--- src/rtl/wpq_pkg.sv ---
// wpq_pkg: shared types, widths and codes of the weighted pick block
// no dependencies; imported by wpq_mod, the top block and the checker
package wpq_pkg;

    localparam int ENTRIES = 16;
    localparam int IDX_W   = (ENTRIES > 1) ? $clog2(ENTRIES) : 1;
    localparam int CNT_W   = $clog2(ENTRIES + 1);

    localparam int OP_W    = 2;
    localparam int SLOT_W  = 4;
    localparam int ID_W    = 10;
    localparam int WGT_W   = 12;
    localparam int LIM_W   = 11;
    localparam int RND_W   = 32;
    localparam int ST_W    = 2;
    localparam int TOT_W   = 16;
    localparam int NCFG_W  = 5;
    localparam int PADDR_W = 3;
    localparam int PDATA_W = 32;

    localparam logic [OP_W-1:0] OP_LOAD    = 2'd0;
    localparam logic [OP_W-1:0] OP_RESTART = 2'd1;
    localparam logic [OP_W-1:0] OP_DRAW    = 2'd2;

    localparam logic [ST_W-1:0] ST_PICKED    = 2'd0;
    localparam logic [ST_W-1:0] ST_DEFAULT   = 2'd1;
    localparam logic [ST_W-1:0] ST_EXHAUSTED = 2'd2;
    localparam logic [ST_W-1:0] ST_SETUP     = 2'd3;

    // register select is paddr[2]
    localparam logic REG_ENTRIES   = 1'b0;
    localparam logic REG_EMPTY_DEF = 1'b1;

    typedef struct packed {
        logic [ID_W-1:0]  id;
        logic [WGT_W-1:0] weight;
        logic [LIM_W-1:0] limit;
    } t_slot;

    typedef enum logic [1:0] {
        S_IDLE,
        S_SWEEP,
        S_MOD,
        S_WALK
    } t_state;

endpackage

--- src/rtl/wpq_ram.sv ---
// wpq_ram: generic single-write, single-read synchronous ram
// read data is registered; no dependencies
module wpq_ram #(
    parameter int WIDTH = 8,
    parameter int DEPTH = 16
) (
    input  logic                                   i_clk,
    input  logic                                   i_we,
    input  logic [((DEPTH > 1) ? $clog2(DEPTH) : 1)-1:0] i_waddr,
    input  logic [WIDTH-1:0]                       i_wdata,
    input  logic [((DEPTH > 1) ? $clog2(DEPTH) : 1)-1:0] i_raddr,
    output logic [WIDTH-1:0]                       o_rdata
);

    logic [WIDTH-1:0] r_mem [DEPTH];
    logic [WIDTH-1:0] r_rdata;

    always_ff @(posedge i_clk) begin
        if (i_we) begin
            r_mem[i_waddr] <= i_wdata;
        end
        r_rdata <= r_mem[i_raddr];
    end

    assign o_rdata = r_rdata;

endmodule

--- src/rtl/wpq_mod.sv ---
// wpq_mod: bit-serial remainder of a 32-bit word by a 16-bit divisor
// one restoring step per cycle; depends on wpq_pkg
module wpq_mod (
    input  logic                      i_clk,
    input  logic                      i_rst_n,
    input  logic                      i_start,
    input  logic [wpq_pkg::RND_W-1:0] i_dividend,
    input  logic [wpq_pkg::TOT_W-1:0] i_divisor,
    output logic                      o_done,
    output logic [wpq_pkg::TOT_W-1:0] o_rem
);
    import wpq_pkg::*;

    localparam int STEP_W = $clog2(RND_W);

    logic              r_busy;
    logic              r_done;
    logic [STEP_W-1:0] r_cnt;
    logic [TOT_W-1:0]  r_rem;
    logic [RND_W-1:0]  r_dvd;
    logic [TOT_W-1:0]  r_div;
    logic [TOT_W:0]    trial;
    logic [TOT_W-1:0]  n_rem;

    always_comb begin
        trial = {r_rem, r_dvd[RND_W-1]};
        if (trial >= {1'b0, r_div}) begin
            n_rem = TOT_W'(trial - {1'b0, r_div});
        end else begin
            n_rem = trial[TOT_W-1:0];
        end
    end

    always_ff @(posedge i_clk) begin
        if (!i_rst_n) begin
            r_busy <= 1'b0;
            r_done <= 1'b0;
        end else begin
            r_done <= 1'b0;
            if (i_start) begin
                r_busy <= 1'b1;
            end else if (r_busy && r_cnt == STEP_W'(RND_W - 1)) begin
                r_busy <= 1'b0;
                r_done <= 1'b1;
            end
        end
    end

    always_ff @(posedge i_clk) begin
        if (i_start) begin
            r_cnt <= '0;
            r_rem <= '0;
            r_dvd <= i_dividend;
            r_div <= i_divisor;
        end else if (r_busy) begin
            r_cnt <= r_cnt + 1'b1;
            r_rem <= n_rem;
            r_dvd <= {r_dvd[RND_W-2:0], 1'b0};
        end
    end

    assign o_done = r_done;
    assign o_rem  = r_rem;

endmodule

--- src/rtl/weighted_pick_with_use_quotas.sv ---
// weighted_pick_with_use_quotas: roulette-wheel pick over a slot table with use quotas
// depends on wpq_pkg, wpq_ram (slot table and use counters) and wpq_mod
//
// An item is taken when start is high and busy is low; its single result shows for
// one cycle with o_done and cannot be held off by the receiver. A load or an unused
// operation answers in the next cycle. A restart sweeps the slot memory one slot a
// cycle, over the configured entry count clipped to ENTRIES, and answers when the
// sweep is done (in the next cycle when that count is zero). A draw runs the
// bit-serial remainder unit, then walks the slot memory one slot a cycle until the
// pick is found or the walk runs off the end. An empty or defaulted draw answers in
// the next cycle.
module weighted_pick_with_use_quotas (
    input  logic                        i_clk,
    input  logic                        i_rst_n,
    input  logic                        start,
    output logic                        busy,
    input  logic [wpq_pkg::OP_W-1:0]    i_operation,
    input  logic [wpq_pkg::SLOT_W-1:0]  i_slot_index,
    input  logic [wpq_pkg::ID_W-1:0]    i_entry_id,
    input  logic [wpq_pkg::WGT_W-1:0]   i_entry_weight,
    input  logic signed [wpq_pkg::LIM_W-1:0] i_entry_max_uses,
    input  logic [wpq_pkg::RND_W-1:0]   i_random_word,
    output logic                        o_done,
    output logic [wpq_pkg::ST_W-1:0]    o_status,
    output logic [wpq_pkg::ID_W-1:0]    o_chosen_id,
    output logic [wpq_pkg::SLOT_W-1:0]  o_chosen_slot,
    output logic [wpq_pkg::TOT_W-1:0]   o_remaining_total,
    input  logic                        psel,
    input  logic                        penable,
    input  logic                        pwrite,
    input  logic [wpq_pkg::PADDR_W-1:0] paddr,
    input  logic [wpq_pkg::PDATA_W-1:0] pwdata,
    output logic [wpq_pkg::PDATA_W-1:0] prdata,
    output logic                        pready
);
    import wpq_pkg::*;

    // configuration
    logic [NCFG_W-1:0] r_cfg_entries;
    logic              r_cfg_empty_def;

    // control
    t_state             r_state, n_state;
    logic [CNT_W-1:0]   r_idx, n_idx;
    logic [CNT_W-1:0]   r_n, n_n;
    logic               r_rd_valid, n_rd_valid;
    logic [IDX_W-1:0]   r_rd_idx, n_rd_idx;
    logic [TOT_W-1:0]   r_total, n_total;
    logic [TOT_W-1:0]   r_pick, n_pick;
    logic [ENTRIES-1:0] r_live, n_live;
    logic               r_done, n_done;
    logic [ST_W-1:0]    r_status, n_status;
    logic [ID_W-1:0]    r_id, n_id;
    logic [SLOT_W-1:0]  r_slot, n_slot;

    logic               accept;
    logic               issue;
    logic               last_sweep;
    logic               last_walk;
    logic [CNT_W-1:0]   clip_n;
    logic [IDX_W+SLOT_W-1:0] load_ext;
    logic [IDX_W+SLOT_W-1:0] slot_ext;
    logic [TOT_W:0]     sum_ext;
    logic [TOT_W-1:0]   sum_sat;
    logic [TOT_W-1:0]   wgt_ext;
    logic [LIM_W-1:0]   uses_dec;

    // memory ports
    logic               we_slot;
    t_slot              wdata_slot;
    t_slot              slot_q;
    logic               we_uses;
    logic [LIM_W-1:0]   wdata_uses;
    logic [LIM_W-1:0]   uses_q;

    // remainder unit
    logic               mod_start;
    logic               mod_done;
    logic [TOT_W-1:0]   mod_rem;

    // config port
    always_ff @(posedge i_clk) begin
        if (!i_rst_n) begin
            r_cfg_entries   <= '0;
            r_cfg_empty_def <= 1'b1;
        end else if (psel && penable && pwrite) begin
            if (paddr[2] == REG_ENTRIES) begin
                r_cfg_entries <= pwdata[NCFG_W-1:0];
            end else begin
                r_cfg_empty_def <= pwdata[0];
            end
        end
    end

    assign prdata = (paddr[2] == REG_EMPTY_DEF) ? PDATA_W'(r_cfg_empty_def)
                                                : PDATA_W'(r_cfg_entries);
    assign pready = 1'b1;

    assign accept = start && !busy;
    assign busy   = (r_state != S_IDLE);

    assign issue = ((r_state == S_SWEEP) && (r_idx < r_n)) ||
                   ((r_state == S_WALK) && (r_idx < CNT_W'(ENTRIES)));

    assign clip_n = (32'(r_cfg_entries) > ENTRIES) ? CNT_W'(ENTRIES)
                                                   : CNT_W'(r_cfg_entries);

    assign last_sweep = ((CNT_W'(r_rd_idx) + 1'b1) == r_n);
    assign last_walk  = (r_rd_idx == IDX_W'(ENTRIES - 1));

    assign load_ext = {IDX_W'(0), i_slot_index};
    assign slot_ext = {SLOT_W'(0), r_rd_idx};

    assign wgt_ext  = TOT_W'(slot_q.weight);
    assign sum_ext  = {1'b0, r_total} + (TOT_W + 1)'(slot_q.weight);
    assign sum_sat  = sum_ext[TOT_W] ? '1 : sum_ext[TOT_W-1:0];
    assign uses_dec = uses_q - 1'b1;

    assign we_slot    = accept && (i_operation == OP_LOAD) &&
                        (32'(i_slot_index) < ENTRIES);
    assign wdata_slot = '{id: i_entry_id, weight: i_entry_weight,
                          limit: i_entry_max_uses};

    always_comb begin
        n_state    = r_state;
        n_idx      = r_idx;
        n_n        = r_n;
        n_rd_valid = issue;
        n_rd_idx   = r_idx[IDX_W-1:0];
        n_total    = r_total;
        n_pick     = r_pick;
        n_live     = r_live;
        n_done     = 1'b0;
        n_status   = r_status;
        n_id       = r_id;
        n_slot     = r_slot;
        we_uses    = 1'b0;
        wdata_uses = uses_q;
        mod_start  = 1'b0;

        case (r_state)
            S_IDLE: begin
                if (accept) begin
                    n_id   = '0;
                    n_slot = '0;
                    case (i_operation)
                        OP_RESTART: begin
                            n_live  = '0;
                            n_total = '0;
                            n_idx   = '0;
                            n_n     = clip_n;
                            if (clip_n == '0) begin
                                n_done   = 1'b1;
                                n_status = ST_SETUP;
                            end else begin
                                n_state = S_SWEEP;
                            end
                        end
                        OP_DRAW: begin
                            if (r_cfg_entries == '0 && r_cfg_empty_def) begin
                                n_done   = 1'b1;
                                n_status = ST_DEFAULT;
                            end else if (r_total == '0) begin
                                n_done   = 1'b1;
                                n_status = ST_EXHAUSTED;
                            end else begin
                                mod_start = 1'b1;
                                n_state   = S_MOD;
                            end
                        end
                        default: begin
                            // load and the unused code just acknowledge
                            n_done   = 1'b1;
                            n_status = ST_SETUP;
                        end
                    endcase
                end
            end
            S_SWEEP: begin
                if (issue) begin
                    n_idx = r_idx + 1'b1;
                end
                if (r_rd_valid) begin
                    we_uses            = 1'b1;
                    wdata_uses         = slot_q.limit;
                    n_live[r_rd_idx]   = 1'b1;
                    n_total            = sum_sat;
                    if (last_sweep) begin
                        n_done   = 1'b1;
                        n_status = ST_SETUP;
                        n_state  = S_IDLE;
                    end
                end
            end
            S_MOD: begin
                if (mod_done) begin
                    n_pick  = mod_rem;
                    n_idx   = '0;
                    n_state = S_WALK;
                end
            end
            S_WALK: begin
                if (issue) begin
                    n_idx = r_idx + 1'b1;
                end
                if (r_rd_valid && r_live[r_rd_idx] && (r_pick < wgt_ext)) begin
                    n_done   = 1'b1;
                    n_status = ST_PICKED;
                    n_id     = slot_q.id;
                    n_slot   = slot_ext[SLOT_W-1:0];
                    n_state  = S_IDLE;
                    // a positive count is a quota; zero or negative is unlimited
                    if (uses_q != '0 && !uses_q[LIM_W-1]) begin
                        we_uses    = 1'b1;
                        wdata_uses = uses_dec;
                        if (uses_dec == '0) begin
                            n_live[r_rd_idx] = 1'b0;
                            n_total = (r_total >= wgt_ext) ? (r_total - wgt_ext) : '0;
                        end
                    end
                end else if (r_rd_valid) begin
                    if (r_live[r_rd_idx]) begin
                        n_pick = r_pick - wgt_ext;
                    end
                    if (last_walk) begin
                        // walk ran off the end after a weight changed under a live table
                        n_done   = 1'b1;
                        n_status = ST_EXHAUSTED;
                        n_id     = '0;
                        n_slot   = '0;
                        n_state  = S_IDLE;
                    end
                end
            end
            default: begin
                n_state = S_IDLE;
            end
        endcase
    end

    always_ff @(posedge i_clk) begin
        if (!i_rst_n) begin
            r_state    <= S_IDLE;
            r_rd_valid <= 1'b0;
            r_live     <= '0;
            r_total    <= '0;
            r_done     <= 1'b0;
        end else begin
            r_state    <= n_state;
            r_rd_valid <= n_rd_valid;
            r_live     <= n_live;
            r_total    <= n_total;
            r_done     <= n_done;
        end
    end

    always_ff @(posedge i_clk) begin
        r_idx    <= n_idx;
        r_n      <= n_n;
        r_rd_idx <= n_rd_idx;
        r_pick   <= n_pick;
        r_status <= n_status;
        r_id     <= n_id;
        r_slot   <= n_slot;
    end

    wpq_ram #(
        .WIDTH ($bits(t_slot)),
        .DEPTH (ENTRIES)
    ) u_slot_ram (
        .i_clk   (i_clk),
        .i_we    (we_slot),
        .i_waddr (load_ext[IDX_W-1:0]),
        .i_wdata (wdata_slot),
        .i_raddr (r_idx[IDX_W-1:0]),
        .o_rdata (slot_q)
    );

    wpq_ram #(
        .WIDTH (LIM_W),
        .DEPTH (ENTRIES)
    ) u_uses_ram (
        .i_clk   (i_clk),
        .i_we    (we_uses),
        .i_waddr (r_rd_idx),
        .i_wdata (wdata_uses),
        .i_raddr (r_idx[IDX_W-1:0]),
        .o_rdata (uses_q)
    );

    wpq_mod u_mod (
        .i_clk      (i_clk),
        .i_rst_n    (i_rst_n),
        .i_start    (mod_start),
        .i_dividend (i_random_word),
        .i_divisor  (r_total),
        .o_done     (mod_done),
        .o_rem      (mod_rem)
    );

    assign o_done            = r_done;
    assign o_status          = r_status;
    assign o_chosen_id       = r_id;
    assign o_chosen_slot     = r_slot;
    assign o_remaining_total = r_total;

endmodule

--- config.mk ---
export PLATFORM = sky130hd
export DESIGN_NAME = weighted_pick_with_use_quotas
export DESIGN_NICKNAME = d
export VERILOG_FILES = /design/src/rtl/wpq_pkg.sv /design/src/rtl/wpq_ram.sv /design/src/rtl/wpq_mod.sv /design/src/rtl/weighted_pick_with_use_quotas.sv
export SDC_FILE = /design/constraint.sdc
export NUM_CORES = 1
export LEC_CHECK = 0
export BUFFER_PORTS_ARGS = -buffer_cell sky130_fd_sc_hd__buf_4
export CAP_MARGIN = 30
export CORE_AREA = 2 2 280 282
export CTS_CLUSTER_SIZE = 12
export DETAILED_ROUTE_END_ITERATION = 6
export DIE_AREA = 0 0 282 284
export PLACE_DENSITY = 0.72
export SLEW_MARGIN = 20
export SYNTH_ARGS = -nofsm -noshare
export SYNTH_HDL_FRONTEND = slang
export SYNTH_SLANG_ARGS = --single-unit
export TNS_END_PERCENT = 20
--- constraint.sdc ---
create_clock -name i_clk -period 6 [get_ports i_clk]
set_clock_uncertainty 0.2 [all_clocks]
set_input_delay 0.9 -clock i_clk [delete_from_list [all_inputs] [get_ports i_clk]]
set_output_delay 0.9 -clock i_clk [all_outputs]
set_load 0.01 [all_outputs]
==> impl_metrics.csv, run 1 <==
group,metric,value,unit
critical_path,r2r-end,"u_uses_ram.r_mem[0][5]",
synth,synth_edf_count,794,
placed_design,dp_hpwl,51800,um
outcome,violations,"DRC",
synth,ys_top_cells_by_area,"edfxtp_1, mux4_2, dfxtp_1",
detailed_routing,wire_per_inst,23.9,um
timing,setup_viol,0,
floorplan,core,77000,um^2
timing,rsz0062_at_grt,"false",
floorplan,pin_count,179,
critical_path,cpLargestDelayFamily,"simple AND/OR/NAND/NOR gates",
critical_path,critPathLaunchType,"flop",
grt,grtUsageTotal,0.212,
clocking,cts_hold_buf,0,
cells_and_area,areaGrowthSynthToFinish,13.5,%
pwr,ir_drop,372,uV
detailed_routing,drt_iter0_markers,2223,
hold_path,min_to,"r_live[7]",
critical_path,cp_max_fo,16,
critical_path,criticalPathCategory,"flop to flop",
placed_design,globalplace.congestion,0.899,
clocking,clock_latency,0.65,ns
hold_path,hold_path.class,"flop to flop",
clocking,cts_root_buf,"clkbuf_16",
critical_path,reg2reg_from,"u_uses_ram.o_rdata[0]",
clocking,clock-sinks,907,
critical_path,path_cells,"inv_1 > ha_1 > nor2b_1 > nor4b_2 > a21oi_1 > o2111ai_1 > buf_4 > or2_1 > and2_1 > nor2_1 > buf_4",
critical_path,cpMaxStageDelayCell,"nor2_1",
timing,min_period,4.10,ns
clocking,cts_tree,"done",
hold_path,min_from,"r_live[7]",
cells_and_area,fin_area,43400,um^2
grt,grt_pass1_vias,21338,
synth,synthTopCellsByCount,"edfxtp_1, mux4_2, nand2_1",
synth,ys_types,79,
cells_and_area,diodes,0,
grt,overflow,0,
timing,fin_tns_setup,0,ns
timing,hold_violations,0,
detailed_routing,dr.pass1.iters,7,
detailed_routing,postRouteAntennaNets,0,
detailed_routing,drc,3,
synth,ys.flop_type,"edfxtp_1",
synth,ys_ff_latch,907,
synth,yosys_warnings,0,
grt,grt_pass1_wl,129000,um
cells_and_area,final_nets,2644,
floorplan,dieWidth,282,um
cells_and_area,final_cells,3571,
timing,period_share,0.683,
timing,relSlewSlack,0.223,
synth,syn-cell-area,38200,um^2
outcome,status,"complete, but fails checks",
floorplan,design.die.area,80100,um^2
clocking,cts_resized,0,
placed_design,dp.cells,3386,
placed_design,port_buffers,121,
clocking,cts_max_path_buffers,3,
critical_path,rrSetupSlack,1.90,ns
synth,synth_top_area_share,0.624,
detailed_routing,via_per_inst,5.97,
critical_path,path_buf_inv,3,
synth,synthCells,2309,
detailed_routing,wl,85200,um
timing,hold_slack,0.292,ns
timing,max_clock_freq,244,MHz
critical_path,reg2reg_depth,11,
floorplan,initial_core_util,0.497,
synth,synthArstFlopShare,0,
hold_path,holdPathStages,2,
placed_design,dp_slack,1.76,ns
grt,grt_max_degree,180,
critical_path,worstPathRequired,6.16,ns
clocking,cts_setup_buffers,0,
clocking,clk_pin_slew,0.06,ns
synth,synth_most_common_cell,"edfxtp_1",
pwr,p_leak,0.0148,uW
timing,worst_pin_slew,1.17,ns
clocking,h-tree-depth,3,
critical_path,max_stage_delay,0.56,ns
grt,antenna_found_initial,10,
cells_and_area,drive_gt1_frac,0.227,
synth,yosysTopAreaCell,"edfxtp_1",
detailed_routing,vias,21312,
critical_path,cp-end-kind,"flop",
floorplan,placementRows,102,
flow_run,drv_cap,0,
critical_path,cp.arrival,4.26,ns
synth,syn_area_per_cell,16.6,um^2
timing,slew_violations,0,
clocking,cts_buffers,93,
placed_design,placed_cell_area,40300,um^2
floorplan,dieHeight,284,um
synth,ys_seq_area_frac,0.683,
critical_path,cp_common_cell,"buf_4",
cells_and_area,n_fill_cell,5805,
pwr,power_density,445,nW/um^2
timing,fin_ws,1.90,ns
==> per-layer routing <==
layer / vias to the layer above / GRT usage / wire, um
li1: 9358 / - / -
met3: 132 / 0.0440 / 6790
met1: 10890 / 0.303 / 35800
met2: 924 / 0.337 / 41000
met5: - / 0 / 57
met4: 8 / 0.0469 / 1560
==> cell type report <==
class	count	area (um^2)	share of cell area
flip-flops and latches	907	26100	0.602
multi-input cells	1204	11300	0.261
clock buffers	148	2690	0.0619
repair buffers	178	1450	0.0333
well taps	1040	1300	0.0300
inverters	72	270	0.00623
clock inverters	22	225	0.00519
==> where the power goes <==
group	leakage, uW	internal, uW	switching [uW]
sequential	0.00811	7610	478
combinational	0.00525	2540	3170
clock	0.00141	3160	2330
==> cells by family (layout without fill, tap and decap cells) <==
logic type | after synthesis | in the layout | synth area share
flip-flops | 907 | 907 | 0.683
AO/OA/AOI/OAI | 337 | 337 | 0.0583
other | 2 | 28 | 0.000196
adder cells (fa/ha/maj) | 76 | 76 | 0.0257
AND/OR/NAND/NOR | 469 | 469 | 0.0574
multiplexers | 260 | 260 | 0.141
buffers and inverters | 224 | 420 | 0.0263
XOR/XNOR | 34 | 34 | 0.00779
==> registers in the layout, summed over array words and instances, names as in the netlist, 10 cells and up <==
signal and flops:
r_live 16, r_pick 16, o_chosen_id 10, u_slot_ram.o_rdata 33, u_uses_ram.o_rdata 11, u_slot_ram.r_mem 528
u_mod.o_rem 16, o_remaining_total 16, u_mod.r_div 16, u_uses_ram.r_mem 176, u_mod.r_dvd 32
==> worst min-delay path: stages (launching register included) <==
cell,delay (ns)
dfxtp_1,0.33
nand2_1,0.06
o22ai_1,0.06
==> stage by stage <==
stage	total power, uW	utilization
after global routing	20200	0.564
final	19300	0.564
after detailed placement	13800	0.523
after floorplan	12200	-
after CTS	19300	0.561
after global placement	13600	0.522
==> placed cells by master, fill, tap and decap left out, drive strengths merged, types with 24 or more instances in the layout <==
master,Yosys,final
a31oi,31,31
inv,72,76
mux2i,26,26
conb,2,28
o21ai,66,66
clkbuf,85,149
nor2b,24,24
edfxtp,794,794
ha,72,72
nor2,99,99
buf,67,177
a21oi,85,85
nor3,24,24
o22ai,25,25
nand2,194,194
dfxtp,113,113
mux4,223,223
==> worst max-delay path by stage <==
stage	start	end	slack [ns]	cells after the start
finish	u_uses_ram.o_rdata[0]	u_uses_ram.r_mem[0][5]	1.90	11
global route	u_uses_ram.o_rdata[0]	u_uses_ram.r_mem[2][2]	1.72	11
CTS	u_uses_ram.o_rdata[0]	u_uses_ram.r_mem[12][7]	1.75	10
detailed placement	u_uses_ram.o_rdata[0]	u_uses_ram.r_mem[12][7]	1.76	10
global placement	u_uses_ram.o_rdata[0]	u_uses_ram.r_mem[0][7]	1.86	10
floorplan	i_operation[0]	u_slot_ram.r_mem[0][0]	1.47	5
Power figures use the tool's default switching activity.
==> run 2, diff against run 1 <==
Clock period 6 ns to 3.9 ns, I/O delays scaled along.
==> run 2 against run 1 <==
Critical endpoint is now u_uses_ram.r_mem[13][5]. Routed wire length up 0.98%. The flow still finishes with violations (DRC). Sequential share of layout area down 0.65 points. Highest routed layer unchanged. Final area is 1.1% higher. Total power increased by 55%.
==> impl_metrics.csv, run 2 (same netlist as run 1, synthesis figures left out) <==
group,metric,value,unit
outcome,status,"complete, but fails checks",
outcome,violations,"DRC",
cells_and_area,fin_util,0.570,
critical_path,cpMaxStageDelayCell,"a221o_1",
grt,grt_pass1_wl,130000,um
detailed_routing,postRouteAntennaNets,0,
floorplan,dieHeight,284,um
detailed_routing,via_per_inst,5.94,
clocking,cts_buffers,92,
cells_and_area,largest_reg_flops,528,
floorplan,dieWidth,282,um
detailed_routing,wl,86100,um
clocking,cts_tree,"done",
floorplan,pin_count,179,
detailed_routing,dr.pass1.iters,7,
timing,period_share,0.925,
placed_design,placed_cell_area,40800,um^2
cells_and_area,final_cell_mix,"edfxtp_1, mux4_2, nand2_1",
cells_and_area,areaGrowthSynthToFinish,14.7,%
critical_path,critPathLaunchType,"flop",
clocking,cts_setup_buffers,0,
critical_path,cp-end-kind,"flop",
pwr,p_int,20700,uW
placed_design,dp_hpwl,52800,um
cells_and_area,fin_area,43800,um^2
clocking,cts_max_path_buffers,3,
grt,grt_pass1_vias,21909,
critical_path,cp.arrival,3.68,ns
grt,grtUsageTotal,0.215,
timing,max_clock_freq,277,MHz
detailed_routing,drc,3,
timing,fin_ws,0.293,ns
floorplan,placementRows,102,
floorplan,core,77000,um^2
pwr,pwr-share-seq,0.412,
detailed_routing,drt_iter0_markers,2189,
pwr,p_leak,0.0150,uW
clocking,h-tree-depth,3,
clocking,clock-sinks,907,
hold_path,hold_path.class,"primary input to flop",
critical_path,worstPathRequired,3.97,ns
pwr,ir_drop,400,uV
timing,worst_pin_slew,1.12,ns
timing,relSlewSlack,0.255,
flow_run,drv_cap,0,
timing,slew_violations,0,
clocking,cts_root_buf,"clkbuf_16",
clocking,clk_pin_slew,0.06,ns
pwr,netSwitchingPower,9150,uW
placed_design,globalplace.congestion,0.911,
timing,min_period,3.61,ns
timing,setup_viol,0,
critical_path,r2r-end,"u_uses_ram.r_mem[13][5]",
timing,hold_violations,0,
critical_path,reg2reg_from,"r_pick[0]",
critical_path,criticalPathCategory,"flop to flop",
clocking,clock_latency,0.63,ns
critical_path,path_cells,"inv_1 > ha_1 > fa_1 > nand2b_1 > a21oi_1 > o22ai_1 > o2111ai_1 > or2_1 > buf_4 > nor3_1 > a221o_1",
grt,grt_max_degree,180,
cells_and_area,final_nets,2689,
hold_path,min_to,"r_cfg_entries[4]",
placed_design,port_buffers,121,
cells_and_area,regMostFlops,"u_slot_ram.r_mem",
grt,antenna_found_initial,5,
cells_and_area,drive_gt1_frac,0.232,
detailed_routing,vias,21465,
pwr,p_clk_frac,0.284,
hold_path,holdPathStages,3,
timing,rsz0062_at_grt,"false",
floorplan,initial_core_util,0.497,
cells_and_area,final_common_cell,"edfxtp_1",
timing,hold_slack,0.0324,ns
timing,fin_tns_setup,0,ns
pwr,comb_power_share,0.304,
critical_path,max_stage_delay,0.50,ns
hold_path,min_from,"pwdata[4]",
placed_design,dp_slack,0.0746,ns
grt,overflow,0,
pwr,switching_share,0.307,
critical_path,rrSetupSlack,0.29,ns
critical_path,reg2reg_depth,11,
pwr,power_density,681,nW/um^2
detailed_routing,wire_per_inst,23.8,um
floorplan,design.die.area,80100,um^2
critical_path,cp_max_fo,16,
[run 2: cell types whose count changed in the layout (fill, tap and decap cells not counted), moves of 2 or more]
cell | before | now
buf_16 | 4 | 0
dlygate4sd3_1 | 0 | 15
buf_12 | 2 | 16
buf_4 | 170 | 192
nor2_1 | 85 | 87
inv_6 | 3 | 0
bufinv_16 | 2 | 5
nor2_2 | 2 | 0
clkbuf_8 | 13 | 7
clkbuf_16 | 94 | 96
[run 2: final cells by class]
| class | count | area, um^2 |
|---|---|---|
| diodes | 1 | 2.50 |
| clock buffers | 143 | 2650 |
| clock inverters | 20 | 259 |
| fillers | 5720 | 33100 |
| inverters | 72 | 270 |
| multi-input cells | 1204 | 11300 |
| flip-flops and latches | 907 | 26100 |
| well taps | 1040 | 1300 |
| repair buffers | 224 | 1920 |
[run 2: worst max-delay path, delay by kind of cell, from the launching register on]
| kind | cells | cell delay [ns] |
|---|---|---|
| AOI/OAI and AO/OA | 4 | 1.40 |
| adders and majority gates | 2 | 0.63 |
| and+or+nand+nor | 3 | 0.50 |
| DFF | 1 | 0.34 |
| buffers and inverters | 2 | 0.21 |
[run 2: stage by stage]
step                total power, uW  cells
floorplan                     18700   2335
global placement              21100   3430
detailed placement            21400   3431
CTS                           29900   3609
global route                  31200   3610
finish                        29800   3611
[run 2: layer usage]
layer  global-route usage  vias up  wire length (um)
met3               0.0424      170              6530
met4               0.0535        6              1940
li1                     -     9430                 -
met2                0.346      929             41800
met5                    0        -                46
met1                0.302    10930             35800
[run 2: timing repair]
action                                  in CTS  in global routing
endpoints found under the setup margin       0                  3
hold endpoints to repair                    16                  0
hold buffers                                15                  0
resized for setup                            0                  1
[run 2: worst max-delay path by stage]
stage | startpoint | slack (ns) | to
2_1_floorplan | i_operation[0] | -0.13 | u_slot_ram.r_mem[12][0]
3_3_place_gp | r_pick[0] | 0.31 | u_uses_ram.r_mem[0][4]
3_5_place_dp | r_pick[0] | 0.07 | u_uses_ram.r_mem[3][4]
4_1_cts | r_pick[0] | 0.13 | u_uses_ram.r_mem[15][4]
5_1_grt | r_pick[0] | 0.11 | u_uses_ram.r_mem[10][1]
6_report | r_pick[0] | 0.29 | u_uses_ram.r_mem[13][5]
[run 2: power by group through the flow]
| stage | sequential [uW] | combinational [uW] | clock, uW |
|---|---|---|---|
| floorplan | 12300 | 6410 | 0 |
| global placement | 12400 | 8680 | 0 |
| detailed placement | 12500 | 8950 | 0 |
| CTS | 12300 | 9030 | 8630 |
| global route | 12400 | 9850 | 8990 |
| finish | 12300 | 9070 | 8490 |
